<file path="src/rtl/mpp_pkg.sv">
// ----------------------------------------------------------------------------
// mpp_pkg: shared types and constants of the masked pattern patcher
// Request and result structs, configuration registers, register indexes.
// ----------------------------------------------------------------------------
package mpp_pkg;

    localparam int PATTERN_MAX_DEF   = 8;
    localparam int POSITION_BITS_DEF = 32;
    localparam int Q_DEPTH           = 4;
    localparam int CFG_IDX_W         = 3;
    localparam int CFG_DATA_W        = 64;

    localparam logic [CFG_IDX_W-1:0] REG_PATTERN_BYTES    = 3'd0;
    localparam logic [CFG_IDX_W-1:0] REG_PATTERN_BIT_MASK = 3'd1;
    localparam logic [CFG_IDX_W-1:0] REG_PATTERN_LENGTH   = 3'd2;
    localparam logic [CFG_IDX_W-1:0] REG_PATCH_BYTES      = 3'd3;
    localparam logic [CFG_IDX_W-1:0] REG_PATCH_BIT_MASK   = 3'd4;
    localparam logic [CFG_IDX_W-1:0] REG_PATCH_LENGTH     = 3'd5;
    localparam logic [CFG_IDX_W-1:0] REG_PATCH_DISTANCE   = 3'd6;

    localparam logic [3:0] PATCH_MAX = 4'd8;

    typedef struct packed {
        logic [7:0] in_byte;
        logic       is_last;
    } t_in_item;

    typedef struct packed {
        logic [7:0] out_byte;
        logic       last;
        logic       found;
    } t_out_item;

    typedef struct packed {
        logic [63:0] pattern_bytes;
        logic [63:0] pattern_bit_mask;
        logic [3:0]  pattern_length;
        logic [63:0] patch_bytes;
        logic [63:0] patch_bit_mask;
        logic [3:0]  patch_length;
        logic [15:0] patch_distance;
    } t_cfg;

endpackage

</file>
<file path="src/rtl/mpp_fifo.sv">
// ----------------------------------------------------------------------------
// mpp_fifo: short queue between the scan front and the patch back
// Flop storage, one write and one read per cycle, read from the head.
// ----------------------------------------------------------------------------
module mpp_fifo #(
    parameter int WIDTH = 42,
    parameter int DEPTH = 4
) (
    input  logic             i_clk,
    input  logic             i_rst_n,
    input  logic             i_push,
    input  logic [WIDTH-1:0] i_data,
    input  logic             i_pop,
    output logic             o_full,
    output logic             o_valid,
    output logic [WIDTH-1:0] o_data
);
    localparam int PW = (DEPTH > 1) ? $clog2(DEPTH) : 1;
    localparam int CW = $clog2(DEPTH + 1);

    logic [WIDTH-1:0] r_mem [DEPTH];
    logic [PW-1:0]    r_wr, n_wr;
    logic [PW-1:0]    r_rd, n_rd;
    logic [CW-1:0]    r_count, n_count;

    always_comb begin
        n_wr    = r_wr;
        n_rd    = r_rd;
        n_count = r_count;
        if (i_push) begin
            n_wr = (r_wr == PW'(DEPTH - 1)) ? '0 : r_wr + 1'b1;
        end
        if (i_pop) begin
            n_rd = (r_rd == PW'(DEPTH - 1)) ? '0 : r_rd + 1'b1;
        end
        if (i_push && !i_pop) begin
            n_count = r_count + 1'b1;
        end else if (!i_push && i_pop) begin
            n_count = r_count - 1'b1;
        end
    end

    always_ff @(posedge i_clk) begin
        if (!i_rst_n) begin
            r_wr    <= '0;
            r_rd    <= '0;
            r_count <= '0;
        end else begin
            r_wr    <= n_wr;
            r_rd    <= n_rd;
            r_count <= n_count;
        end
    end

    always_ff @(posedge i_clk) begin
        if (i_push) begin
            r_mem[r_wr] <= i_data;
        end
    end

    assign o_full  = (r_count == CW'(DEPTH));
    assign o_valid = (r_count != '0);
    assign o_data  = r_mem[r_rd];

endmodule

</file>
<file path="src/rtl/mpp_front.sv">
// ----------------------------------------------------------------------------
// mpp_front: delay line, masked pattern match and end-of-stream flush
// Pushes one record per leaving byte: byte, distance from match start, flags.
// ----------------------------------------------------------------------------
module mpp_front #(
    parameter int PATTERN_MAX   = 8,
    parameter int POSITION_BITS = 32
) (
    input  logic                      i_clk,
    input  logic                      i_rst_n,
    input  logic                      i_in_valid,
    output logic                      o_in_stall,
    input  mpp_pkg::t_in_item         i_in_data,
    input  mpp_pkg::t_cfg             i_cfg,
    input  logic                      i_q_full,
    output logic                      o_push,
    output logic [POSITION_BITS+9:0]  o_rec
);
    import mpp_pkg::*;

    localparam int HW = $clog2(PATTERN_MAX + 1);
    localparam int IW = $clog2(PATTERN_MAX);
    localparam logic [HW-1:0] HELD_FULL = HW'(PATTERN_MAX);

    logic [7:0]               r_line [PATTERN_MAX];
    logic [7:0]               n_line [PATTERN_MAX];
    logic [HW-1:0]            r_held, n_held;
    logic [POSITION_BITS-1:0] r_pos, n_pos;
    logic [POSITION_BITS-1:0] r_mstart, n_mstart;
    logic                     r_seen, n_seen;
    logic                     r_flush, n_flush;

    logic                     w_accept;
    logic [HW-1:0]            w_len;
    logic [POSITION_BITS-1:0] w_diff;
    logic                     w_fin;

    // clamp pattern length to 1..PATTERN_MAX
    always_comb begin
        if (i_cfg.pattern_length == 4'd0) begin
            w_len = HW'(1);
        end else if (i_cfg.pattern_length > 4'(PATTERN_MAX)) begin
            w_len = HELD_FULL;
        end else begin
            w_len = HW'(i_cfg.pattern_length);
        end
    end

    assign o_in_stall = r_flush | i_q_full;
    assign w_accept   = i_in_valid & ~o_in_stall;
    assign w_diff     = r_pos - POSITION_BITS'(r_held) - r_mstart;

    always_comb begin
        logic [HW-1:0] v_base;
        logic [HW-1:0] v_idx;
        logic          v_ok;
        logic [7:0]    v_m;

        n_line   = r_line;
        n_held   = r_held;
        n_pos    = r_pos;
        n_mstart = r_mstart;
        n_seen   = r_seen;
        n_flush  = r_flush;
        o_push   = 1'b0;
        w_fin    = 1'b0;
        v_base   = '0;
        v_idx    = '0;
        v_ok     = 1'b1;
        v_m      = '0;

        if (r_flush) begin
            if (!i_q_full) begin
                o_push = 1'b1;
                w_fin  = (r_held == HW'(1));
                for (int i = 0; i < PATTERN_MAX - 1; i++) begin
                    n_line[i] = r_line[i + 1];
                end
                n_held = r_held - 1'b1;
                if (r_held == HW'(1)) begin
                    // stream done: back to reset state
                    n_pos    = '0;
                    n_mstart = '0;
                    n_seen   = 1'b0;
                    n_flush  = 1'b0;
                end
            end
        end else if (w_accept) begin
            if (r_held == HELD_FULL) begin
                o_push = 1'b1;
                for (int i = 0; i < PATTERN_MAX - 1; i++) begin
                    n_line[i] = r_line[i + 1];
                end
                n_line[PATTERN_MAX - 1] = i_in_data.in_byte;
            end else begin
                n_line[r_held[IW-1:0]] = i_in_data.in_byte;
                n_held = r_held + 1'b1;
            end
            n_pos = r_pos + 1'b1;

            v_base = n_held - w_len;
            for (int j = 0; j < PATTERN_MAX; j++) begin
                v_idx = v_base + HW'(j);
                v_m   = i_cfg.pattern_bit_mask[8*j +: 8];
                if (HW'(j) < w_len) begin
                    if (((n_line[v_idx[IW-1:0]] ^ i_cfg.pattern_bytes[8*j +: 8]) & v_m)
                            != 8'd0) begin
                        v_ok = 1'b0;
                    end
                end
            end
            if (!r_seen && (n_held >= w_len) && v_ok) begin
                n_seen   = 1'b1;
                n_mstart = n_pos - POSITION_BITS'(w_len);
            end
            if (i_in_data.is_last) begin
                n_flush = 1'b1;
            end
        end
    end

    assign o_rec = {r_line[0], w_diff, r_seen, w_fin};

    always_ff @(posedge i_clk) begin
        if (!i_rst_n) begin
            r_held   <= '0;
            r_pos    <= '0;
            r_mstart <= '0;
            r_seen   <= 1'b0;
            r_flush  <= 1'b0;
        end else begin
            r_held   <= n_held;
            r_pos    <= n_pos;
            r_mstart <= n_mstart;
            r_seen   <= n_seen;
            r_flush  <= n_flush;
        end
    end

    always_ff @(posedge i_clk) begin
        r_line <= n_line;
    end

endmodule

</file>
<file path="src/rtl/mpp_back.sv">
// ----------------------------------------------------------------------------
// mpp_back: patch window check and masked byte replace
// Pops records from the queue into the output register.
// ----------------------------------------------------------------------------
module mpp_back #(
    parameter int POSITION_BITS = 32
) (
    input  logic                      i_clk,
    input  logic                      i_rst_n,
    input  mpp_pkg::t_cfg             i_cfg,
    input  logic                      i_q_valid,
    input  logic [POSITION_BITS+9:0]  i_rec,
    output logic                      o_pop,
    output logic                      o_out_valid,
    input  logic                      i_out_stall,
    output mpp_pkg::t_out_item        o_out_data
);
    import mpp_pkg::*;

    logic [7:0]               w_byte;
    logic [POSITION_BITS-1:0] w_diff;
    logic                     w_seen;
    logic                     w_fin;
    logic [3:0]               w_plen;
    logic [POSITION_BITS:0]   w_k;
    logic                     w_in_win;
    logic [7:0]               w_pv;
    logic [7:0]               w_pm;
    t_out_item                n_out;

    logic                     r_valid, n_valid;
    t_out_item                r_out;

    assign {w_byte, w_diff, w_seen, w_fin} = i_rec;

    assign w_plen   = (i_cfg.patch_length > PATCH_MAX) ? PATCH_MAX : i_cfg.patch_length;
    // top bit set means the byte lies before the patch window
    assign w_k      = {1'b0, w_diff} - (POSITION_BITS + 1)'(i_cfg.patch_distance);
    assign w_in_win = w_seen && !w_k[POSITION_BITS]
                      && (w_k[POSITION_BITS-1:0] < POSITION_BITS'(w_plen));
    assign w_pv     = i_cfg.patch_bytes[8*w_k[2:0] +: 8];
    assign w_pm     = i_cfg.patch_bit_mask[8*w_k[2:0] +: 8];

    always_comb begin
        n_out.out_byte = w_in_win ? ((w_pv & w_pm) | (w_byte & ~w_pm)) : w_byte;
        n_out.last     = w_fin;
        n_out.found    = w_fin & w_seen;
    end

    assign o_pop   = i_q_valid && (!r_valid || !i_out_stall);
    assign n_valid = o_pop ? 1'b1 : (r_valid && i_out_stall);

    always_ff @(posedge i_clk) begin
        if (!i_rst_n) begin
            r_valid <= 1'b0;
        end else begin
            r_valid <= n_valid;
        end
    end

    always_ff @(posedge i_clk) begin
        if (o_pop) begin
            r_out <= n_out;
        end
    end

    assign o_out_valid = r_valid;
    assign o_out_data  = r_out;

endmodule

</file>
<file path="src/rtl/masked_pattern_patcher_unit.sv">
// Output path: a byte leaves the delay line when PATTERN_MAX later bytes have come in,
//   or at end of stream; its result then passes the queue and the output register.
// Throughput, given queue room: one request per cycle; a request marked last stalls input
//   while held bytes (up to PATTERN_MAX) flush one per cycle via the single queue write.
// Reset: synchronous, active low; state registers reset at once, no clearing pass.
// ----------------------------------------------------------------------------
// masked_pattern_patcher_unit: masked byte pattern search and replace
// Configuration registers, scan front, record queue and patch back.
// ----------------------------------------------------------------------------
module masked_pattern_patcher_unit #(
    parameter int PATTERN_MAX   = mpp_pkg::PATTERN_MAX_DEF,
    parameter int POSITION_BITS = mpp_pkg::POSITION_BITS_DEF
) (
    input  logic                            i_clk,
    input  logic                            i_rst_n,
    input  logic                            i_in_valid,
    output logic                            o_in_stall,
    input  mpp_pkg::t_in_item               i_in_data,
    output logic                            o_out_valid,
    input  logic                            i_out_stall,
    output mpp_pkg::t_out_item              o_out_data,
    input  logic                            i_cfg_valid,
    output logic                            o_cfg_ready,
    input  logic [mpp_pkg::CFG_IDX_W-1:0]   i_cfg_index,
    input  logic [mpp_pkg::CFG_DATA_W-1:0]  i_cfg_data
);
    import mpp_pkg::*;

    localparam int REC_W = POSITION_BITS + 10;
    localparam t_cfg CFG_RESET = '{64'd0, 64'd0, 4'd1, 64'd0, 64'd0, 4'd0, 16'd0};

    t_cfg             r_cfg, n_cfg;
    logic             w_push;
    logic             w_pop;
    logic             w_q_full;
    logic             w_q_valid;
    logic [REC_W-1:0] w_rec_in;
    logic [REC_W-1:0] w_rec_out;

    assign o_cfg_ready = 1'b1;

    always_comb begin
        n_cfg = r_cfg;
        if (i_cfg_valid) begin
            case (i_cfg_index)
                REG_PATTERN_BYTES:    n_cfg.pattern_bytes    = i_cfg_data;
                REG_PATTERN_BIT_MASK: n_cfg.pattern_bit_mask = i_cfg_data;
                REG_PATTERN_LENGTH:   n_cfg.pattern_length   = i_cfg_data[3:0];
                REG_PATCH_BYTES:      n_cfg.patch_bytes      = i_cfg_data;
                REG_PATCH_BIT_MASK:   n_cfg.patch_bit_mask   = i_cfg_data;
                REG_PATCH_LENGTH:     n_cfg.patch_length     = i_cfg_data[3:0];
                REG_PATCH_DISTANCE:   n_cfg.patch_distance   = i_cfg_data[15:0];
                default: ;
            endcase
        end
    end

    always_ff @(posedge i_clk) begin
        if (!i_rst_n) begin
            r_cfg <= CFG_RESET;
        end else begin
            r_cfg <= n_cfg;
        end
    end

    mpp_front #(
        .PATTERN_MAX   (PATTERN_MAX),
        .POSITION_BITS (POSITION_BITS)
    ) u_front (
        .i_clk      (i_clk),
        .i_rst_n    (i_rst_n),
        .i_in_valid (i_in_valid),
        .o_in_stall (o_in_stall),
        .i_in_data  (i_in_data),
        .i_cfg      (r_cfg),
        .i_q_full   (w_q_full),
        .o_push     (w_push),
        .o_rec      (w_rec_in)
    );

    mpp_fifo #(
        .WIDTH (REC_W),
        .DEPTH (Q_DEPTH)
    ) u_fifo (
        .i_clk   (i_clk),
        .i_rst_n (i_rst_n),
        .i_push  (w_push),
        .i_data  (w_rec_in),
        .i_pop   (w_pop),
        .o_full  (w_q_full),
        .o_valid (w_q_valid),
        .o_data  (w_rec_out)
    );

    mpp_back #(
        .POSITION_BITS (POSITION_BITS)
    ) u_back (
        .i_clk       (i_clk),
        .i_rst_n     (i_rst_n),
        .i_cfg       (r_cfg),
        .i_q_valid   (w_q_valid),
        .i_rec       (w_rec_out),
        .o_pop       (w_pop),
        .o_out_valid (o_out_valid),
        .i_out_stall (i_out_stall),
        .o_out_data  (o_out_data)
    );

endmodule

</file>
<file path="config.mk">
export PLATFORM = sky130hd
export DESIGN_NAME = masked_pattern_patcher_unit
export DESIGN_NICKNAME = d
export VERILOG_FILES = /design/src/rtl/mpp_pkg.sv /design/src/rtl/mpp_fifo.sv /design/src/rtl/mpp_front.sv /design/src/rtl/mpp_back.sv /design/src/rtl/masked_pattern_patcher_unit.sv
export SDC_FILE = /design/constraint.sdc
export NUM_CORES = 2
export LEC_CHECK = 0
export BUFFER_PORTS_ARGS = -buffer_cell sky130_fd_sc_hd__buf_2
export CORE_MARGIN = 2
export CORE_UTILIZATION = 42
export CTS_CLUSTER_DIAMETER = 50
export DETAILED_ROUTE_END_ITERATION = 12
export GPL_ROUTABILITY_DRIVEN = 0
export PLACE_DENSITY = 0.58
export RECOVER_POWER = 100
export SLEW_MARGIN = 20
export SYNTH_ARGS = -nofsm -noshare
export SYNTH_HDL_FRONTEND = slang
export SYNTH_SLANG_ARGS = --single-unit
export TNS_END_PERCENT = 30
</file>
<file path="constraint.sdc">
create_clock -name i_clk -period 15.44 [get_ports i_clk]
set_clock_uncertainty 0.15 [all_clocks]
set_input_delay 2.316 -clock i_clk [delete_from_list [all_inputs] [get_ports i_clk]]
set_output_delay 2.316 -clock i_clk [all_outputs]
set_load 0.01 [all_outputs]
</file>
# Yosys cells after proc, flatten, opt, wreduce, memory -nomap -nowiden

Memories as Yosys holds them, arrays and structs flattened. A register that Yosys moved wholly into a read port is not among the register bits.
Cells that the tools add are included.

Add/sub/neg operators: 19
Magnitude comparators: 22
Equality and inequality tests: 13
Shifts and indexed selects: 2
Multiplexer cells: 95
Bitwise operators: 34
Reduce and logical (&&, ||, !) cells: 41

Operator list:

| operator              | count |
|---|---|
| $mux 64               | 4 |
| $mux 32               | 7 |
| $bmux 8 s3            | 8 |
| $mux 8                | 18 |
| $shiftx 64x7->8       | 2 |
| $mux 56               | 2 |
| $and 8x8->8           | 10 |
| $bwmux 64             | 1 |
| $reduce_bool 8->1     | 8 |
| $sub 32x4->32         | 2 |
| $xor 8x8->8           | 8 |
| $mux 1                | 39 |
| $ge 4x4->1 const B    | 9 |
| $mux 4                | 9 |
| $not 3->4             | 9 |
| $sub 32x16->33        | 1 |
| $add 32x1->32 const B | 1 |
| $lt 32x4->1           | 1 |
| $sub 32x32->32        | 1 |
| $demux 8 s3           | 1 |
| $reduce_and 2->1      | 9 |
| $lt 3x4->1 const A    | 4 |
| $add 3x3->3 const B   | 4 |
| $eq 3x3->1 const B    | 4 |
| other kinds (34)      | 64 |

Register bits after elaboration: 432
RAM bits: 168
Output and inout bits: 13
Logic and storage cells: 254
Memories: 1

Memory list:

| memory       | depth | width | rd ports | clocked after memory_dff | write ports | line           | RTL |
|---|---|---|---|---|---|---|---|
| u_fifo.r_mem | 4     | 42    | 1        | 1                        | 1           | mpp_fifo.sv:21 | `logic [WIDTH-1:0] r_mem [DEPTH];` |

# Longest topological paths before layout

Word-level depth: 39
Mapped depth: 28

# Modules after synthesis

From an unflattened synthesis, not the netlist that was laid out.

Cells, all modules: 3563
Area, all modules: 36014.5 µm²

Modules (own cells, without submodules):

| module                      | instances | cells each | area an instance (µm²) |
|---|---|---|---|
| mpp_front                   | 1         | 1969       | 15984.1 |
| masked_pattern_patcher_unit | 1         | 983        | 10344.9 |
| mpp_fifo                    | 1         | 264        | 6572.6 |
| mpp_back                    | 1         | 347        | 3113.0 |

# Worst setup path before layout

OpenSTA, ideal clock, no wires.

Path kind: register to register
From: register (tool-made name)
To: register u_back.r_out, in the netlist u_back.o_out_data[2] (data pin)
Library setup time: 260 ps
Data arrival time: 6345 ps
Data required time: 15030 ps
Path slack: 8685 ps
Cell stages (with the launch flop): 24
Path buffers: 7
Cell sequence: dfxtp_1 -> clkbuf_1 -> clkbuf_1 -> clkbuf_1 -> clkbuf_1 -> mux4_2 -> inv_1 -> ha_1 -> fa_1 -> clkbuf_1 -> clkbuf_1 -> buf_1 -> inv_1 -> ha_1 -> a21oi_1 -> nor2b_1 -> o21ai_0 -> nand3_1 -> nor4_1 -> nand4_1 -> nor4_1 -> nand4_1 -> nor4b_1 -> mux2_2

RTL lines:

| what                 | line           | RTL |
|---|---|---|
| to (signal assigned) | mpp_back.sv:63 | `r_out <= n_out;` |
| to (decl)            | mpp_back.sv:32 | `t_out_item r_out;` |

# Worst setup path in the final report

From: register u_front.r_held[0]
To: register u_front.r_seen

Word-level cells in the longest chain between the ends: 38
Elaborated cells on any way between the ends: 106
Those cells by class: add/sub: 9; order compare: 3; eq/ne: 3; mux: 53; bitwise: 25; reduce/logical: 13

Ends and longest elaborated chain:

| what                                                                 | line             | RTL |
|---|---|---|
| from (decl)                                                          | mpp_front.sv:27  | `logic [HW-1:0] r_held, n_held;` |
| from (signal assigned)                                               | mpp_front.sv:132 | `r_held <= n_held;` |
| parallel branches: the longest is 37 deep, another holds $add 4x1->4 | -                |  |
| $reduce_and 4->1 (no source line) *                                  | -                |  |
| to (signal assigned)                                                 | mpp_front.sv:135 | `r_seen <= n_seen;` |
| to (decl)                                                            | mpp_front.sv:30  | `logic r_seen, n_seen;` |

Every way passes the cells marked *. The select of a mux whose other input is x is not followed.
A chain may end at the register's enable or synchronous reset.

==> metrics.json <==
{
  "post_cts.resized_instances": 0,
  "global_route_track_usage_on_met2_pct": 36.9,
  "final-setup-viol-count": 0,
  "synthesis.nets": 3912,
  "design.portCount": 94,
  "synthSimpleGateAreaFrac_pct": 16.8,
  "crit_type": "reg2reg",
  "total_nets_final": 3900,
  "post-route-period-util_pct": 74.0,
  "path_cells": "clkbuf_1 -> inv_1 -> ha_1 -> clkbuf_1 -> nand2_2 -> clkbuf_1 -> nand3_1 -> o21ai_0 -> ha_1 -> xnor2_1 -> buf_4 -> xnor2_1 -> nor2_1 -> a221oi_1 -> mux2i_1 -> a2111oi_0 -> or4b_1 -> o221ai_1 -> o2111ai_1 -> or4_2 -> a21boi_0",
  "cellLeakagePower_nw": 13.7,
  "failed_checks": "capacitance limit, slew limit",
  "cp_slowest_stage_delay_ps": 2110,
  "ys.warnings.count": 0,
  "synth.lib_cells_used.distinct": 90,
  "synth-async-reset-ratio_pct": 0,
  "cpMostUsedCell": "sky130_fd_sc_hd__clkbuf_1",
  "ir_worst_vdd_v": 0.000120,
  "synth_top_area_cell": "sky130_fd_sc_hd__edfxtp_1",
  "layout_commonest_cell": "sky130_fd_sc_hd__nand2_1",
  "worst_setup_path_startpoint": "u_front.r_held[0]",
  "top_library_cells_by_usage_in_the_layout_fill_and_taps_aside": "769 x sky130_fd_sc_hd__nand2_1, 383 x sky130_fd_sc_hd__a21oi_1, 358 x sky130_fd_sc_hd__dfxtp_1",
  "syn_avg_cell_area_sq_um": 9.16,
  "dominantRegCellSynth": "sky130_fd_sc_hd__dfxtp_1",
  "grt_max_degree": 143,
  "fin_worst_hold_slack_ps": 302,
  "cts_tree": "built",
  "worst-path-max-fanout": 56,
  "groute.layer.met1.usage_pct": 37.9,
  "cts_max_path_bufs": 3,
  "antenna_found_initial": 1,
  "grt_pass1_vias": 26000,
  "row_count": 104,
  "timing_hold_violations_final": 0,
  "rsz0062_at_grt": "no",
  "grtUsageTotal_pct": 25.6,
  "num_vias": 28700,
  "place_inst": 4689,
  "synth-seq-cells": 602,
  "cts_buffers": 80,
  "routed_wire_length_per_instance_microns": 22.7,
  "synth-seq-area-share_pct": 42.4,
  "placeableCoreArea_sq_um": 80500,
  "setup.reg_to_reg.worst_slack_ps": 4010,
  "synth_top_cell_area_share_pct": 21.3,
  "post-route-cell-area_sq_um": 38000,
  "post_synth_inst_count": 3724,
  "layoutNonFillerInstCount": 4839,
  "die_h_microns": 289,
  "run_status": "finished, violations left",
  "synth_top_cells_by_area": "sky130_fd_sc_hd__edfxtp_1 21%, sky130_fd_sc_hd__dfxtp_1 21%, sky130_fd_sc_hd__nand2_1 8.5%",
  "highest_clock_rate_mhz": 87.5,
  "critical_path.endpoint_type": "flop",
  "powerDensity_nw_per_um2": 248,
  "synth_compound_area_share_pct": 16.3,
  "detail_route.iter0.violations": 3099,
  "post_route_cells_drive_above_1_share_pct": 10.5,
  "max-slew-margin-rel_pct": -268,
  "combined_area_of_all_synthesized_cells_sq_um": 34100,
  "grt-ovfl-total": 0,
  "post_synth_fa_ha_maj_area_fraction_pct": 4.10,
  "clock_tree.root_cell": "sky130_fd_sc_hd__clkbuf_16",
  "maxSlewViolCount": 791,
  "cp_data_arrival_time_ps": 11800,
  "final_period_minus_worst_setup_slack_ps": 11430,
  "drc_errors": 0,
  "placedInstanceArea_sq_um": 35400,
  "start_util_pct": 42.4,
  "path_clk_slew_ps": 60,
  "drt-total-wl_microns": 110000,
  "h-tree-depth": 3,
  "cts_sink_count": 602,
  "synth_enable_flop_cells": 242,
  "globalRoute.busiestLayer": "met1",
  "hp-class": "reg2reg",
  "synthXorXnorAreaFrac_pct": 4.88,
  "detail_route.first_pass.iterations": 6,
  "cp_slowest_cell": "sky130_fd_sc_hd__clkbuf_1",
  "antenna_left": 0,
  "timing.rr.start": "u_front.r_held[0]",
  "cap_viol_max_count": 14,
  "design.die.area_sq_um": 83600,
  "cts_hold_repair.buffers": 0,
  "min_delay_startpoint": "r_cfg[91]",
  "worstSkewPairLatency_ps": 660,
  "global_route.usage.met3_pct": 5.43,
  "num-fill-cells": 7641,
  "cp_data_required_time_ps": 15810,
  "crit_path_start_kind": "flop",
  "postCtsSetupRepairBufs": 0,
  "final.setup.tns_ps": 0,
  "detailedPlacementHpwl_microns": 77100,
  "grt_first_pass_wirelength_microns": 164000,
  "worstMarginPinSlew_ps": 5480,
  "port-buffer-count": 92,
  "floorplan.die.width_microns": 289,
  "synth_top_family_by_area": "simple AND/OR/NAND/NOR gates",
  "via_per_inst": 5.92,
  "syn2layout_area_growth_pct": 11.4,
  "layout.core_utilization_pct": 47.2,
  "synth.mux.area_fraction_pct": 10.9
}
## area by class of cell
cell class | instances | area, sq um | area share (%)
clock buffer | 99 | 2150 | 5.64
multi-input combinational | 2739 | 18200 | 47.8
inverter | 147 | 553 | 1.45
clock inverter | 49 | 603 | 1.59
antenna | 1 | 2.50 | 0.00658
sequential | 602 | 14500 | 38.1
tap | 1060 | 1330 | 3.49
timing repair buffer | 142 | 752 | 1.98
## where the power goes
group | switching, mW | total (mW) | internal, mW
Combinational | 3.21 | 5.15 | 1.94
Clock | 0.776 | 1.89 | 1.12
Sequential | 0.195 | 2.39 | 2.20
Total | 4.19 | 9.44 | 5.25
## synth_stat cells (11+ instances only)
| library cell | count |
|---|---|
| sky130_fd_sc_hd__a21oi_1 | 383 |
| sky130_fd_sc_hd__o211ai_1 | 11 |
| sky130_fd_sc_hd__or3_1 | 20 |
| sky130_fd_sc_hd__mux4_2 | 88 |
| sky130_fd_sc_hd__clkbuf_1 | 178 |
| sky130_fd_sc_hd__a221oi_1 | 27 |
| sky130_fd_sc_hd__buf_1 | 27 |
| sky130_fd_sc_hd__buf_2 | 18 |
| sky130_fd_sc_hd__o21a_1 | 15 |
| sky130_fd_sc_hd__nor3_1 | 65 |
| sky130_fd_sc_hd__nor2_1 | 164 |
| sky130_fd_sc_hd__xnor2_1 | 124 |
| sky130_fd_sc_hd__dfxtp_1 | 360 |
| sky130_fd_sc_hd__and3b_1 | 15 |
| sky130_fd_sc_hd__o22ai_1 | 47 |
| sky130_fd_sc_hd__a22oi_1 | 30 |
| sky130_fd_sc_hd__mux2i_1 | 128 |
| sky130_fd_sc_hd__and3_1 | 42 |
| sky130_fd_sc_hd__a21o_1 | 20 |
| sky130_fd_sc_hd__nand2_1 | 771 |
| sky130_fd_sc_hd__nand4_1 | 16 |
| sky130_fd_sc_hd__ha_1 | 99 |
| sky130_fd_sc_hd__a211oi_1 | 42 |
| sky130_fd_sc_hd__nand3_1 | 60 |
| sky130_fd_sc_hd__o32ai_1 | 14 |
| sky130_fd_sc_hd__edfxtp_1 | 242 |
| sky130_fd_sc_hd__a22o_1 | 29 |
| sky130_fd_sc_hd__o221ai_1 | 15 |
| sky130_fd_sc_hd__o21ai_0 | 119 |
| sky130_fd_sc_hd__nor2b_1 | 17 |
| sky130_fd_sc_hd__nand2b_1 | 42 |
| sky130_fd_sc_hd__o31ai_1 | 12 |
| sky130_fd_sc_hd__mux2_2 | 34 |
| sky130_fd_sc_hd__and2_1 | 16 |
| sky130_fd_sc_hd__a31oi_1 | 45 |
| sky130_fd_sc_hd__inv_1 | 142 |
| sky130_fd_sc_hd__nor4_1 | 18 |
| sky130_fd_sc_hd__xor2_1 | 66 |
## per-stage QoR
stage | total power [mW] | setup WS, ps
2_1_floorplan | 6.00 | 8690
3_3_place_gp | 7.41 | 7410
3_5_place_dp | 7.44 | 7210
4_1_cts | 9.35 | 7160
5_1_grt | 9.93 | 3550
6_report | 9.44 | 4010
## sequential cells by signal, indices dropped and copies added (netlist names), named ones only
signal,count
r_cfg,280
u_fifo.r_mem,168
u_front.r_line,56
u_front.r_mstart,32
u_front.r_pos,32
u_back.o_out_data,10
u_front.o_rec,8
u_front.r_held,4
u_fifo.r_count,3
u_fifo.r_rd,2
u_fifo.r_wr,2
u_back.o_out_valid,1
u_front.r_flush,1
u_front.r_seen,1
## path summary, 6_finish.rpt
| path | cells after the start | to |
|---|---|---|
| setup / recovery | 21 | u_front.r_seen |
| hold / removal | 2 | r_cfg[91] |
| setup reg to reg | 21 | u_front.r_seen |
| hold reg to reg | 2 | r_cfg[91] |
## kinds of logic (layout without fill, tap and decap cells)
kind of cell    Yosys count  count (layout)
simple gates           1298            1298
compound gates          890             890
flops                   602             602
buf+inv                 383             437
mux                     253             253
xor+xnor                190             190
fa+ha+maj               107             107
other cells               1               2
## worst max-delay path: cells and delay by family, from the launching register on
family / cells / cell delay, ps
and+or+nand+nor: 5 / 2460
xor gates and xnor gates: 2 / 960
DFF: 1 / 300
buffers and inverters: 5 / 4610
adders and majority gates: 2 / 700
AOI/OAI and AO/OA: 6 / 1890
muxes: 1 / 120
## metal layers
layer	share of wire [%]	up-vias	wire, microns
met4	3.0	0	3310
met5	0	-	0
met1	46	13700	50000
li1	-	13400	-
met2	42	1295	46200
met3	9.3	239	10200
(Power assumes the default switching activity.)
